File: config.mk
export PLATFORM = sky130hd
export DESIGN_NAME = sfa_cfg
export DESIGN_NICKNAME = d
export VERILOG_FILES = /design/src/sfa_pkg.sv /design/src/sfa_cfg.sv
export SDC_FILE = /design/constraint.sdc
export NUM_CORES = 1
export LEC_CHECK = 0
export BUFFER_PORTS_ARGS = -buffer_cell sky130_fd_sc_hd__buf_2
export CAP_MARGIN = 0
export CORE_AREA = 5 5 70 120
export DETAILED_ROUTE_END_ITERATION = 12
export DIE_AREA = 0 0 75 125
export GPL_TIMING_DRIVEN = 0
export PLACE_DENSITY = 0.92
export SETUP_SLACK_MARGIN = 0.3
export SLEW_MARGIN = 20
export SYNTH_ARGS = -nofsm -noshare
export SYNTH_HDL_FRONTEND = slang
export SYNTH_SLANG_ARGS = --single-unit
File: constraint.sdc
create_clock -name clk -period 2.2 [get_ports clk]
set_input_delay 0.44 -clock clk [delete_from_list [all_inputs] [get_ports clk]]
set_output_delay 0.44 -clock clk [all_outputs]
set_load 0.01 [all_outputs]
File: src/sfa_pkg.sv
// Shared types and constants of the strip and fan triangle assembler.
// Depends on nothing; used by every module of the block.
`timescale 1ns / 1ps

package sfa_pkg;

  localparam int CFG_INDEX_W = 3;
  localparam int CFG_DATA_W  = 18;

  typedef enum logic [CFG_INDEX_W-1:0] {
    REG_MAX_COMMANDS,
    REG_MAX_VERTICES,
    REG_MAX_INDICES,
    REG_POSITION_COUNT,
    REG_NORMAL_COUNT,
    REG_EXPECTED_TRIANGLES
  } cfg_reg_t;

  typedef enum logic [1:0] {
    KIND_VERTEX,
    KIND_DONE,
    KIND_ERROR
  } kind_t;

  typedef enum logic [2:0] {
    ERR_NONE,
    ERR_BAD_COUNT,
    ERR_CMD_LIMIT,
    ERR_OUT_LIMIT,
    ERR_BAD_VERTEX,
    ERR_BAD_NORMAL,
    ERR_TRI_MISMATCH,
    ERR_ORDER
  } err_code_t;

  typedef struct packed {
    logic [15:0] max_commands;
    logic [15:0] max_vertices;
    logic [17:0] max_indices;
    logic [15:0] position_count;
    logic [15:0] normal_count;
    logic [16:0] expected_triangles;
  } cfg_t;

  localparam cfg_t CFG_RESET = '{
    max_commands:       16'hFFFF,
    max_vertices:       16'hFFFF,
    max_indices:        18'h3FFFF,
    position_count:     16'h0000,
    normal_count:       16'h0000,
    expected_triangles: 17'h00000
  };

  typedef struct packed {
    kind_t              kind;
    logic [15:0]        vertex_number;
    logic [14:0]        position_ref;
    logic [14:0]        normal_ref;
    logic signed [15:0] out_s;
    logic signed [15:0] out_t;
    logic               has_triangle;
    logic [15:0]        tri_a;
    logic [15:0]        tri_b;
    logic [15:0]        tri_c;
    logic               degenerate;
    err_code_t          error_code;
  } result_t;

  // Positions of the edge components in the difference array.
  localparam int D_ABX = 0;
  localparam int D_ABY = 1;
  localparam int D_ABZ = 2;
  localparam int D_ACX = 3;
  localparam int D_ACY = 4;
  localparam int D_ACZ = 5;
  localparam int N_DIFF = 6;

endpackage

File: src/sfa_cfg.sv
// Configuration register file of the assembler: limits, counts, expected total.
// Depends on sfa_pkg.
`timescale 1ns / 1ps

module sfa_cfg (
  input  logic                             clk,
  input  logic                             rst,
  input  logic                             cfg_we,
  input  logic [sfa_pkg::CFG_INDEX_W-1:0]  cfg_index,
  input  logic [sfa_pkg::CFG_DATA_W-1:0]   cfg_data,
  output sfa_pkg::cfg_t                    cfg
);
  import sfa_pkg::*;

  always_ff @(posedge clk) begin
    if (rst) begin
      cfg <= CFG_RESET;
    end else if (cfg_we) begin
      case (cfg_reg_t'(cfg_index))
        REG_MAX_COMMANDS:       cfg.max_commands       <= cfg_data[15:0];
        REG_MAX_VERTICES:       cfg.max_vertices       <= cfg_data[15:0];
        REG_MAX_INDICES:        cfg.max_indices        <= cfg_data[17:0];
        REG_POSITION_COUNT:     cfg.position_count     <= cfg_data[15:0];
        REG_NORMAL_COUNT:       cfg.normal_count       <= cfg_data[15:0];
        REG_EXPECTED_TRIANGLES: cfg.expected_triangles <= cfg_data[16:0];
        default: ;
      endcase
    end
  end

endmodule

==> run_results.csv <==
group,metric,value,unit
critical_path,reg2reg_slack,1530,ps
drt,wl_per_cell,16.6,um
drt,drt-total-wl,9840,um
sta,period_needed,1520,ps
layout,syn_to_final_growth,26.6,%
cts,cts-root-buf,"clkbuf_16",
cts,path_clk_slew,60,ps
power_and_ir_drop,p_leak,2.37,nW
grt,globalRouteTotalUtil,22.1,%
grt,overflow,0,
sta,setup_viol,0,
critical_path,crit_path_max_fanout,10,
cts,clkLatencyLatePin,340,ps
layout,fillers,598,
floorplanning,fp.dieW,75,um
critical_path,crit_arrival,1780,ps
drt,antenna_left,0,
layout,largest_reg_flops,99,
drt,vias_per_cell,5.13,
floorplanning,die_area,9380,um2
critical_path,critPathLaunchType,"input pin",
yosys,yosysWarnings,0,
power_and_ir_drop,ir_drop,597,uV
critical_path,worstPathRequired,2460,ps
cts,cts_tree,"built",
critical_path,crit_cells,5,
sta,slew_viol_final,0,
cts,cts_buffers,9,
sta,rsz0062_at_grt,"no",
run_status,status,"finished clean",
sta,timing.slew.headroom,60.9,%
worst_hold_path,holdPathStages,3,
layout,multiInputGateArea,1740,um2
worst_hold_path,hold_class,"in2reg",
cts,ctsHoldBuffers,0,
critical_path,rr_worst_depth,2,
yosys,seq_area_frac_synth,51.5,%
flow_run,max-cap-violations,0,
cts,cts.sinks,99,
drt,drt_drc_violations_left,0,
cts,htreeDepth,3,
critical_path,crit_type,"in2reg",
grt,grt_pass1_wl,15700,um
critical_path,crit_chain,"clkbuf_1, clkbuf_1, clkbuf_1, nor2_1, mux2i_1",
sta,worstMarginPinSlew,586,ps
grt,grt_pass1_vias,3170,
drt,drtIter0Drc,108,
yosys,post_synth_instance_area,3850,um2
layout,final_common_cell,"buf_2",
critical_path,critPathCaptureType,"register",
layout,n_antenna_cell,0,
yosys,synth_seq_cells,99,
floorplanning,die_h,125,um
power_and_ir_drop,p_per_area,772,nW/um2
placement,place_congestion,0.841,
drt,first_pass_iters,5,
cts,post_cts_buffers,0,
placement,place.port_buffers,121,
yosys,synth.avg_cell_area,10.5,um2
sta,tns,0,ps
placement,hpwl,7530,um
critical_path,cpLargestDelayFamily,"buffers and inverters",
floorplanning,num_rows,42,
layout,drive_gt1_share,29.2,%
cts,cts_buffer_depth,2,
yosys,netlist_instances,366,
layout,nets,522,
critical_path,critPathMaxStageDelay,420,ps
grt,antenna_found_initial,0,
floorplanning,start_util,52.0,%
sta,fin_skew,0,ps
sta,fmax,0.660,GHz
sta,period_share,68.9,%
layout,final_util,65.8,%
sta,finalHoldViolations,0,
drt,vias,3032,
critical_path,slowest_stage,"clkbuf_1",
grt,grt_max_degree,16,
cts,cts_resized,0,
layout,largestRegisters,"cfg: 99 flops",
yosys,synth_nets,390,
critical_path,critPathBufInv,3,
layout,regMostFlops,"cfg",
layout,final_cell_mix,"buf_2 (129), mux2i_1 (99), dfxtp_1 (99)",
floorplanning,coreArea,7410,um2
layout,seqCellArea,1980,um2
floorplanning,ios,123,
critical_path,timing.critical_path.mode_cell,"clkbuf_1",
yosys,synth_cell_types,14,
-- cells by family after synthesis --
logic type	synth area share, %
buf+inv	3.28
flops	51.5
mux	25.7
simple gates	19.5
-- tightest hold or removal path, stage by stage --
cell and delay, ps:
buf_2 100, nand2b_1 60, mux2i_1 60
-- worst paths after layout --
kind,startpoint,end
setup reg to reg,cfg[62]$_SDFFE_PP1P_,cfg[62]$_SDFFE_PP1P_
hold reg to reg,cfg[15]$_SDFFE_PP0P_,cfg[15]$_SDFFE_PP0P_
hold / removal,cfg_data[16],cfg[16]$_SDFFE_PP0P_
setup / recovery,rst,cfg[79]$_SDFFE_PP1P_
-- synthesized netlist by cell type --
cell / count / share of area [%]
nor2_1: 68 / 6.6
nand4b_1: 1 / 0.23
mux2i_1: 99 / 26
buf_6: 2 / 0.58
dfxtp_1: 99 / 51
buf_4: 1 / 0.20
buf_2: 8 / 1.0
clkbuf_1: 15 / 1.5
nand4bb_1: 2 / 0.58
and4b_1: 2 / 0.52
nor4bb_1: 1 / 0.26
and4bb_2: 1 / 0.32
nand2b_1: 66 / 11
or4b_1: 1 / 0.26
-- layer usage --
layer	global-route usage (%)	share of wire, %
met1	23.9	38
met2	38.2	53
met3	4.26	5.4
met4	12.8	4.0
met5	0	0
-- report_power, final --
group          internal [mW]  switching [mW]
Combinational          0.118           0.160
Clock                  0.993           0.642
Sequential              1.83          0.0219
-- cell type report --
type                            instances  area share, %
Sequential cell                        99           40.6
Multi-Input combinational cell        241           35.7
Timing Repair Buffer                  121           12.4
Clock buffer                           11           4.77
Buffer                                 26           2.59
Tap cell                               88           2.26
Clock inverter                          5           1.59
-- metrics by stage --
step           worst slack, ps  cells  total power, mW  hold slack [ps]  area, um2
2_1_floorplan              704    366             2.06              493       3850
3_5_place_dp               299    575             2.17              459       4570
3_3_place_gp               346    575             2.16              458       4570
4_1_cts                    641    591             3.79              362       4880
6_report                   685    591             3.77              366       4880
5_1_grt                    492    591             3.90              384       4880
No activity file was read; power rests on OpenSTA's default activity.
