--- src/sfa_pkg.sv ---
// Shared types and constants of the strip and fan triangle assembler.
// Depends on nothing; used by every module of the block.
`timescale 1ns / 1ps

package sfa_pkg;

  localparam int CFG_INDEX_W = 3;
  localparam int CFG_DATA_W  = 18;

  typedef enum logic [CFG_INDEX_W-1:0] {
    REG_MAX_COMMANDS,
    REG_MAX_VERTICES,
    REG_MAX_INDICES,
    REG_POSITION_COUNT,
    REG_NORMAL_COUNT,
    REG_EXPECTED_TRIANGLES
  } cfg_reg_t;

  typedef enum logic [1:0] {
    KIND_VERTEX,
    KIND_DONE,
    KIND_ERROR
  } kind_t;

  typedef enum logic [2:0] {
    ERR_NONE,
    ERR_BAD_COUNT,
    ERR_CMD_LIMIT,
    ERR_OUT_LIMIT,
    ERR_BAD_VERTEX,
    ERR_BAD_NORMAL,
    ERR_TRI_MISMATCH,
    ERR_ORDER
  } err_code_t;

  typedef struct packed {
    logic [15:0] max_commands;
    logic [15:0] max_vertices;
    logic [17:0] max_indices;
    logic [15:0] position_count;
    logic [15:0] normal_count;
    logic [16:0] expected_triangles;
  } cfg_t;

  localparam cfg_t CFG_RESET = '{
    max_commands:       16'hFFFF,
    max_vertices:       16'hFFFF,
    max_indices:        18'h3FFFF,
    position_count:     16'h0000,
    normal_count:       16'h0000,
    expected_triangles: 17'h00000
  };

  typedef struct packed {
    kind_t              kind;
    logic [15:0]        vertex_number;
    logic [14:0]        position_ref;
    logic [14:0]        normal_ref;
    logic signed [15:0] out_s;
    logic signed [15:0] out_t;
    logic               has_triangle;
    logic [15:0]        tri_a;
    logic [15:0]        tri_b;
    logic [15:0]        tri_c;
    logic               degenerate;
    err_code_t          error_code;
  } result_t;

  // Positions of the edge components in the difference array.
  localparam int D_ABX = 0;
  localparam int D_ABY = 1;
  localparam int D_ABZ = 2;
  localparam int D_ACX = 3;
  localparam int D_ACY = 4;
  localparam int D_ACZ = 5;
  localparam int N_DIFF = 6;

endpackage

--- src/sfa_ctrl.sv ---
// Stream control: header checks, vertex numbering, triangle indices and the
// two held vertices. Produces the result word and the edge vectors. Uses sfa_pkg.
`timescale 1ns / 1ps

module sfa_ctrl #(
  parameter int COORD_BITS = 24
) (
  input  logic                          clk,
  input  logic                          rst,
  input  logic                          accept,
  input  sfa_pkg::cfg_t                 cfg,
  input  logic                          func,
  input  logic signed [15:0]            count,
  input  logic signed [15:0]            vtx_idx,
  input  logic signed [15:0]            nrm_idx,
  input  logic signed [15:0]            tex_s,
  input  logic signed [15:0]            tex_t,
  input  logic signed [COORD_BITS-1:0]  pos_x,
  input  logic signed [COORD_BITS-1:0]  pos_y,
  input  logic signed [COORD_BITS-1:0]  pos_z,
  output sfa_pkg::result_t              res,
  output logic                          has_res,
  output logic signed [COORD_BITS:0]    diff [sfa_pkg::N_DIFF]
);
  import sfa_pkg::*;

  localparam int DW = COORD_BITS + 1;

  typedef struct packed {
    logic        in_command;
    logic        fan_mode;
    logic [14:0] command_length;
    logic [14:0] ordinal;
    logic [15:0] base_vertex;
    logic [15:0] vertices_emitted;
    logic [17:0] indices_used;
    logic [16:0] triangles_total;
    logic [15:0] commands_seen;
  } stream_t;

  stream_t st, st_next;

  logic [14:0]                  hsrc [2];
  logic signed [COORD_BITS-1:0] hx [2];
  logic signed [COORD_BITS-1:0] hy [2];
  logic signed [COORD_BITS-1:0] hz [2];

  logic        held_we;
  logic        fail;
  err_code_t   code;
  logic        vi_ok, ni_ok, cnt_min, cmd_lim, vc_small, over_v, over_i;
  logic [15:0] neg_count;
  logic [14:0] vc, tris;
  logic [16:0] tri3;
  logic [15:0] vfree;
  logic [17:0] ifree;
  logic [14:0] src;
  logic        idx_deg, has_tri;
  logic [14:0] ord_m1, ord_m2, ord_p1, ra, rb;

  assign vi_ok = !vtx_idx[15] && ({1'b0, vtx_idx[14:0]} < cfg.position_count);
  assign ni_ok = !nrm_idx[15] && ({1'b0, nrm_idx[14:0]} < cfg.normal_count);
  assign cnt_min = (count == 16'sh8000);
  assign cmd_lim = (st.commands_seen >= cfg.max_commands);
  assign neg_count = -count;
  assign vc = count[15] ? neg_count[14:0] : count[14:0];
  assign vc_small = (vc < 15'd3);
  assign vfree = cfg.max_vertices - ((st.vertices_emitted < cfg.max_vertices) ?
                                     st.vertices_emitted : cfg.max_vertices);
  assign ifree = cfg.max_indices - ((st.indices_used < cfg.max_indices) ?
                                    st.indices_used : cfg.max_indices);
  assign tris = vc - 15'd2;
  // Comparing against three times the triangle count avoids dividing the free slots by 3.
  assign tri3 = {2'b00, tris} + {1'b0, tris, 1'b0};
  assign over_v = ({1'b0, vc} > vfree);
  assign over_i = (ifree < {1'b0, tri3});

  assign src = vtx_idx[14:0];
  assign idx_deg = (hsrc[0] == hsrc[1]) || (hsrc[1] == src) || (hsrc[0] == src);
  assign has_tri = (st.ordinal >= 15'd2);
  assign ord_m1 = st.ordinal - 15'd1;
  assign ord_m2 = st.ordinal - 15'd2;
  assign ord_p1 = st.ordinal + 15'd1;
  // Strips swap the first two corners on odd ordinals to keep the winding.
  assign ra = st.fan_mode ? 15'd0 : (st.ordinal[0] ? ord_m1 : ord_m2);
  assign rb = st.fan_mode ? ord_m1 : (st.ordinal[0] ? ord_m2 : ord_m1);

  always_comb begin
    st_next = st;
    res = '0;
    has_res = 1'b0;
    held_we = 1'b0;
    fail = 1'b0;
    code = ERR_NONE;
    if (!func) begin
      if (st.in_command) begin
        fail = 1'b1;
        code = ERR_ORDER;
      end else if (count == 16'sd0) begin
        has_res = 1'b1;
        st_next = '0;
        if (st.triangles_total != cfg.expected_triangles) begin
          res.kind = KIND_ERROR;
          res.error_code = ERR_TRI_MISMATCH;
        end else begin
          res.kind = KIND_DONE;
        end
      end else if (cnt_min) begin
        fail = 1'b1;
        code = ERR_BAD_COUNT;
      end else if (cmd_lim) begin
        fail = 1'b1;
        code = ERR_CMD_LIMIT;
      end else if (vc_small) begin
        fail = 1'b1;
        code = ERR_BAD_COUNT;
      end else if (over_v || over_i) begin
        fail = 1'b1;
        code = ERR_OUT_LIMIT;
      end else begin
        st_next.in_command = 1'b1;
        st_next.fan_mode = count[15];
        st_next.command_length = vc;
        st_next.ordinal = '0;
        st_next.base_vertex = st.vertices_emitted;
        st_next.commands_seen = st.commands_seen + 16'd1;
      end
    end else begin
      if (!st.in_command) begin
        fail = 1'b1;
        code = ERR_ORDER;
      end else if (!vi_ok) begin
        fail = 1'b1;
        code = ERR_BAD_VERTEX;
      end else if (!ni_ok) begin
        fail = 1'b1;
        code = ERR_BAD_NORMAL;
      end else begin
        has_res = 1'b1;
        held_we = 1'b1;
        res.kind = KIND_VERTEX;
        res.vertex_number = st.vertices_emitted;
        res.position_ref = src;
        res.normal_ref = nrm_idx[14:0];
        res.out_s = tex_s;
        res.out_t = tex_t;
        if (has_tri) begin
          res.has_triangle = 1'b1;
          res.tri_a = st.base_vertex + {1'b0, ra};
          res.tri_b = st.base_vertex + {1'b0, rb};
          res.tri_c = st.base_vertex + {1'b0, st.ordinal};
          // Zero area is folded in later, once the cross products are ready.
          res.degenerate = idx_deg;
          st_next.triangles_total = st.triangles_total + 17'd1;
          st_next.indices_used = st.indices_used + 18'd3;
        end
        st_next.vertices_emitted = st.vertices_emitted + 16'd1;
        st_next.ordinal = ord_p1;
        if (ord_p1 >= st.command_length) begin
          st_next.in_command = 1'b0;
        end
      end
    end
    if (fail) begin
      has_res = 1'b1;
      res = '0;
      res.kind = KIND_ERROR;
      res.error_code = code;
      st_next = '0;
    end
  end

  always_ff @(posedge clk) begin
    if (rst) begin
      st <= '0;
    end else if (accept) begin
      st <= st_next;
    end
  end

  // Held vertices are only read once both slots of the current command are written.
  always_ff @(posedge clk) begin
    if (accept && held_we) begin
      if (has_tri) begin
        if (!st.fan_mode) begin
          hsrc[0] <= hsrc[1];
          hx[0] <= hx[1];
          hy[0] <= hy[1];
          hz[0] <= hz[1];
        end
        hsrc[1] <= src;
        hx[1] <= pos_x;
        hy[1] <= pos_y;
        hz[1] <= pos_z;
      end else begin
        hsrc[st.ordinal[0]] <= src;
        hx[st.ordinal[0]] <= pos_x;
        hy[st.ordinal[0]] <= pos_y;
        hz[st.ordinal[0]] <= pos_z;
      end
    end
  end

  assign diff[D_ABX] = DW'(hx[1]) - DW'(hx[0]);
  assign diff[D_ABY] = DW'(hy[1]) - DW'(hy[0]);
  assign diff[D_ABZ] = DW'(hz[1]) - DW'(hz[0]);
  assign diff[D_ACX] = DW'(pos_x) - DW'(hx[0]);
  assign diff[D_ACY] = DW'(pos_y) - DW'(hy[0]);
  assign diff[D_ACZ] = DW'(pos_z) - DW'(hz[0]);

endmodule

--- config.mk ---
export PLATFORM = sky130hd
export DESIGN_NAME = sfa_ctrl
export DESIGN_NICKNAME = d
export VERILOG_FILES = /design/src/sfa_pkg.sv /design/src/sfa_ctrl.sv
export SDC_FILE = /design/constraint.sdc
export NUM_CORES = 1
export LEC_CHECK = 0
export ABC_AREA = 1
export BUFFER_PORTS_ARGS = -buffer_cell sky130_fd_sc_hd__buf_2
export CAP_MARGIN = 20
export CORE_ASPECT_RATIO = 1.25
export CORE_MARGIN = 2
export CORE_UTILIZATION = 60
export CTS_BUF_LIST = sky130_fd_sc_hd__clkbuf_4
export DETAILED_ROUTE_END_ITERATION = 8
export PLACE_DENSITY_LB_ADDON = 0.05
export RECOVER_POWER = 50
export SLEW_MARGIN = 20
export SYNTH_ARGS = -nofsm -noshare
export SYNTH_HDL_FRONTEND = slang
export SYNTH_SLANG_ARGS = --single-unit
--- constraint.sdc ---
create_clock -name clk -period 18.95 [get_ports clk]
set_clock_uncertainty 0.15 [all_clocks]
set_input_delay 1.895 -clock clk [delete_from_list [all_inputs] [get_ports clk]]
set_output_delay 1.895 -clock clk [all_outputs]
set_load 0.05 [all_outputs]
==> metrics, run 1 <==
status=complete, but fails checks; failing checks=capacitance limit, slew limit; asr flop ratio synth=0; Final Wtd Congestion=0.970; first-pass GRT wire length=about 130,000 um; largest net degree at the start of global routing=just under 90; footprint of the multi-input gates=approximately 19,000 um2; die area=between 40,000 and 50,000 um2; final worst path period need=about 11 ns; part of the cycle the worst path needs=0.602; pin slew with the least headroom to its limit=about 4.4 ns; share of layout cells above drive strength 1=0.137; Mean Syn Cell Area=about 7.4 um2; H-tree depth=3; worst hold path type=register to register; clk buf depth=3; critical path type=input pin to primary output; Reg-to-Reg Start=st[114]; Fin. Hold Viols=0; Setup violations, final=0; worst skew pair latency=0.86 ns; DR pass1 iterations=6; initial antenna violation count=21; worst relative slew slack=-1.94; vias in the first global route=~27k; most frequent cells after synthesis=nand2_1 (663), inv_1 (610), a21oi_1 (405), ha_1 (367), nor2_1 (319); Critical path origin=vtx_idx[1]; maximum VDD drop=about 74 uV; worst endpoint required time=16.91 ns; leading area contributor after synthesis=edfxtp_1; fin. max-slew vios=197; final worst slack=7.54 ns; GRT Total Usage=0.339; Distinct cells, synth=60; Combinational Power Share=0.364; Worst Path Max Fanout=41; CP endpoint kind=primary output; via-per-instance ratio=approximately 5.4; Post-Route Setup TNS=0 ns; post-CTS setup buffer count=0; number of buffers inserted for hold repair after clock tree synthesis=0; Worst Min Path Start=st[102]; ys flop type=edfxtp_1; final wirelength=between 80,000 and 90,000 um; Tot Pwr=approximately 2.2 mW; Post-Syn Nets=about 4.5k; post-CTS resize count=0; Root Driver=clkbuf_4; post-route ant nets=0; die width=around 200 um; Chip Height=about 250 um; sequential area share after synthesis=0.261; register bit count reported by yosys=a little under 300; total congestion overflow=0; RSZ-0062 raised after global routing=false; cell row count=89; register share of total power=0.327; Synthesis Warnings=0; Clock power frac=0.309; most frequent cell after synthesis=nand2_1; # DRC=0; WL per Instance=~17 um; Initial Utilization=0.608; EDFF count, synth=174; critical path arrival=about 9.4 ns; Max-Cap Viols=3; fmax=between 80 and 90 MHz; switching part of the total=0.395; Power Dens Cells=65.4 nW/um2; Post-DP HPWL=68,800 um; CTS sink count=289; CTS tree=yes; io pins=539; Core Area=roughly 47,000 um2; drt initial violations=1,633; Sw Pwr=0.852 mW; Int Pwr=1.31 mW; total number of vias=~28k; worst slack, placed=8.75 ns; top cells by area, synth=edfxtp_1 (18%), ha_1 (16%), nand2_1 (8.6%); Clock transition at path regs=0.07 ns; Layout Nets=around 5.1k; fillers=between 4k and 5k; post-synth top area share=0.181; Syn Std Cell Area=~29,000 um2; TritonCTS Buffers=82; Syn Inst Count=3,898; startpoint class of the critical path=input pin; Static Leak=16.0 nW; Reg2Reg Depth=9; area grow syn2layout=14.7%; sequential cell area=roughly 7500 um2; Port Buffers=approximately 540; Hold Path Depth=2
cell type report:
type                            count  area share
Antenna cell                       20     0.00152
Clock buffer                      110      0.0250
Tap cell                          637      0.0241
Multi-Input combinational cell   2908       0.563
Inverter                          619      0.0704
Timing Repair Buffer              551      0.0773
Sequential cell                   289       0.228
Clock inverter                     40      0.0107
stage by stage:
step / cells / hold WS (ns) / utilization / area [um2]
floorplan: 3898 / 0.295 / - / 28800
global route: 5167 / 0.339 / 0.697 / 33000
detailed placement: 5004 / 0.307 / 0.677 / 32000
global placement: 5004 / 0.307 / 0.677 / 32000
CTS: 5154 / 0.317 / 0.702 / 33200
finish: 5174 / 0.324 / 0.698 / 33000
final timing paths:
| check | endpoint | slack (ns) |
|---|---|---|
| min | st[102] | 0.32 |
| max | res[7] | 7.54 |
| min reg2reg | st[102] | 0.32 |
| max reg2reg | hy[0][3] | 11.52 |
critical path, stage by stage:
cell and delay, ns:
clkbuf_1 0.24, ha_1 0.30, a21boi_0 0.13, o211ai_1 0.19, nand2_1 0.09, nand4_1 0.08, o211ai_1 0.12, nand2_1 0.08
nand3b_1 0.25, nor3_4 0.19, clkbuf_1 1.54, clkinvlp_2 1.64, nor2_4 0.91, clkinv_1 0.78, nor3_1 0.55, buf_2 0.35
metal layers:
metal	wire (um)	global-route usage	vias up	share of wire
met5	34	0	-	0.00040
met4	4030	0.177	4	0.047
met3	6880	0.0705	195	0.080
met2	40400	0.566	967	0.47
met1	34400	0.409	12750	0.40
li1	-	-	14265	-
power by group through the flow:
stage          registers, mW  logic (mW)  clock network (mW)
5_1_grt                0.708       0.883               0.712
3_3_place_gp           0.719       0.774                   0
6_report               0.706       0.786               0.668
4_1_cts                0.705       0.789               0.682
2_1_floorplan          0.709       0.603                   0
3_5_place_dp           0.719       0.784                   0
logic make-up (layout without fill, tap and decap cells):
family | after synthesis | count (layout) | share of synthesized area
xor+xnor | 325 | 325 | 0.0989
mux | 75 | 75 | 0.0289
buf+inv | 701 | 1320 | 0.0941
other cells | 0 | 20 | 0
simple gates | 1357 | 1357 | 0.203
compound gates | 773 | 773 | 0.147
flops | 289 | 289 | 0.261
fa+ha+maj | 378 | 378 | 0.167
registers in the layout, indices dropped and copies added (netlist names):
signal / flops
hz: 48
hx: 48
hsrc: 30
hy: 48
st: 115
cell usage in the layout (no fill, tap or decap), drive strengths merged, types with 10 or more instances in the layout:
master and instances:
o31ai 10, edfxtp 174, inv 615, o21bai 21
nand2 672, a21oi 406, dfxtp 115, o21ai 232
fa 11, diode 20, a31oi 19, buf 367
a21boi 15, nand4 77, nor4 16, xnor2 104
or2 17, ha 367, nor2 326, clkbuf 294
mux2 66, nand3 166, o211ai 14, clkinv 35
nor3 63, nand3b 12, xor2 221
No activity file was read; power rests on OpenSTA's default activity.
==> run 2, diff against run 1 <==
Settings changed: CORE_UTILIZATION 60 to 59.
Clock period 18.95 ns to 10.9 ns, I/O delays scaled along.
==> run 2 against run 1 <==
  * The run still ends with capacitance limit, slew limit left
  * Critical endpoint is now res[1]
  * Hold slack got worse by 0.0074 ns
  * Global-route usage down 0.71 points
  * Setup slack lost 5.4 ns
  * First-iteration DRC count up 4.5%
  * Final cell count shrank 0.21%
  * Highest routed layer unchanged
  * Sequential share of layout area grew 0.13 points
  * Critical path depth rose by 17
  * Total power rose by 67%
  * Count of clock-buffer cells in the layout grew 1
  * Largest cell class unchanged
  * Core utilization fell by 1.6 points
  * Final area down 0.56%
==> metrics, run 2 (synthesis results as in run 1) <==
status=complete, but fails checks; failing checks=capacitance limit, slew limit; critical path type=register to primary output; Setup violations, final=0; Top Metal Used=met5; Critical path origin=st[48]; Root Driver=clkbuf_4; Final Wtd Congestion=0.994; worst skew pair latency=around 0.83 ns; Max-Cap Viols=5; Worst Min Path Start=st[99]; CP endpoint kind=primary output; critical path arrival=about 7.5 ns; first-pass GRT wire length=~140,000 um; post-CTS setup buffer count=0; commonest non-fill, non-tap cell in the layout=nand2_1; FF-to-FF setup slack=3.69 ns; final worst path period need=8.73 ns; Static Leak=15.9 nW; WL per Instance=roughly 17 um; hold slack=around 0.32 ns; share of layout cells above drive strength 1=0.135; Layout Nets=5,082; fmax=between 100 and 150 MHz; final wirelength=roughly 86,000 um; Power Dens Cells=approximately 110 nW/um2; die width=202 um; TritonCTS Buffers=80; drt initial violations=1,706; Worst Hold Path EP=st[99]; Reg with most FFs=st; initial antenna violation count=18; number of buffers inserted for hold repair after clock tree synthesis=0; DR pass1 iterations=8; worst r2r dst=hy[0][5]; maximum VDD drop=112 uV; pin slew with the least headroom to its limit=approximately 3.1 ns; final worst slack=roughly 2.2 ns; worst hold path type=register to register; # DRC=0; H-tree depth=3; Detail Route met3 WL=between 5000 and 6000 um; part of the cycle the worst path needs=0.801; Port Buffers=538; worst endpoint required time=9.66 ns; CP max stage cell=nand3_1; Fin. Hold Viols=0; via-per-instance ratio=roughly 5.5; area grow syn2layout=14.0%; fin. max-slew vios=between 200 and 250; post-CTS resize count=0; delay of the slowest critical-path stage=0.73 ns; Post-DP HPWL=about 69,000 um; Reg-to-Reg Start=st[114]; worst relative slew slack=-1.05; CP dominant cell by count=nand2_1; Worst Path Max Fanout=34; Core Area=48,200 um2; cell row count=90; CTS tree=yes; total congestion overflow=0; Hold Path Depth=2; io pins=539; RSZ-0062 raised after global routing=false; routed wl met2=41,200 um; most frequent cells in the layout=nand2_1 (663), inv_1 (610), a21oi_1 (405); worst slack, placed=~2.2 ns; Initial Utilization=0.597; vias in the first global route=between 20k and 30k; startpoint class of the critical path=register; Clock transition at path regs=0.06 ns; Reg2Reg Depth=6; routed length on met1=34,800 um; clk buf depth=3; max FFs per register=about 120; CTS sink count=289; total number of vias=28.2k; Chip Height=251 um; largest net degree at the start of global routing=81; die area=50,600 um2; GRT Total Usage=0.332; post-route ant nets=0; Post-Route Setup TNS=0 ns
[run 2: changes by cell type in the layout (fill, tap and decap cells not counted), sizes merged]
cell      delta
clkinvlp     -1
diode        -3
clkinv      -12
buf          +2
clkbuf       -1
bufinv       -5
inv          +2
[run 2: metrics by stage]
stage,std cells,cell area [um2],power (mW),utilization
floorplan,3898,28800,2.28,-
global placement,5011,32100,2.60,0.665
detailed placement,5011,32100,2.62,0.665
CTS,5146,33000,3.63,0.686
global route,5157,32800,3.85,0.681
finish,5163,32800,3.60,0.681
[run 2: power breakdown]
group / total, mW / internal, mW / switching, mW
clock network: 1.01 / 0.517 / 0.492
registers: 1.23 / 1.18 / 0.0430
logic: 1.37 / 0.446 / 0.923
total: 3.60 / 2.15 / 1.46
[run 2: final cells by class]
cell class / count / area (um2)
Inverter: 619 / 2320
Fill cell: 4477 / 15400
Antenna cell: 17 / 42.5
Sequential cell: 289 / 7530
Tap cell: 644 / 806
Clock buffer: 111 / 833
Timing Repair Buffer: 551 / 2550
Multi-Input combinational cell: 2908 / 18600
Clock inverter: 24 / 158
[run 2: metal layers]
layer / global-route usage / vias to the layer above
met2: 0.581 / 878
met5: 0 / -
met1: 0.397 / 12902
met4: 0.155 / 4
met3: 0.0574 / 196
li1: - / 14246
[run 2: worst max path at each step]
stage | end | slack, ns | cells past startpoint
2_1_floorplan | hsrc[0][0] | 0.92 | 11
3_3_place_gp | res[1] | 2.29 | 35
3_5_place_dp | res[1] | 2.20 | 35
4_1_cts | res[1] | 2.07 | 33
5_1_grt | res[1] | 1.48 | 33
6_report | res[1] | 2.17 | 33
[run 2: worst max-delay path, delay by kind of cell (launching register included)]
family	cells	cell delay, ns
buffers and inverters	3	0.39
XOR/XNOR	1	0.14
flip-flops	1	0.50
AND/OR/NAND/NOR	13	2.49
adder cells (fa/ha/maj)	4	1.23
AO/OA/AOI/OAI	12	1.93
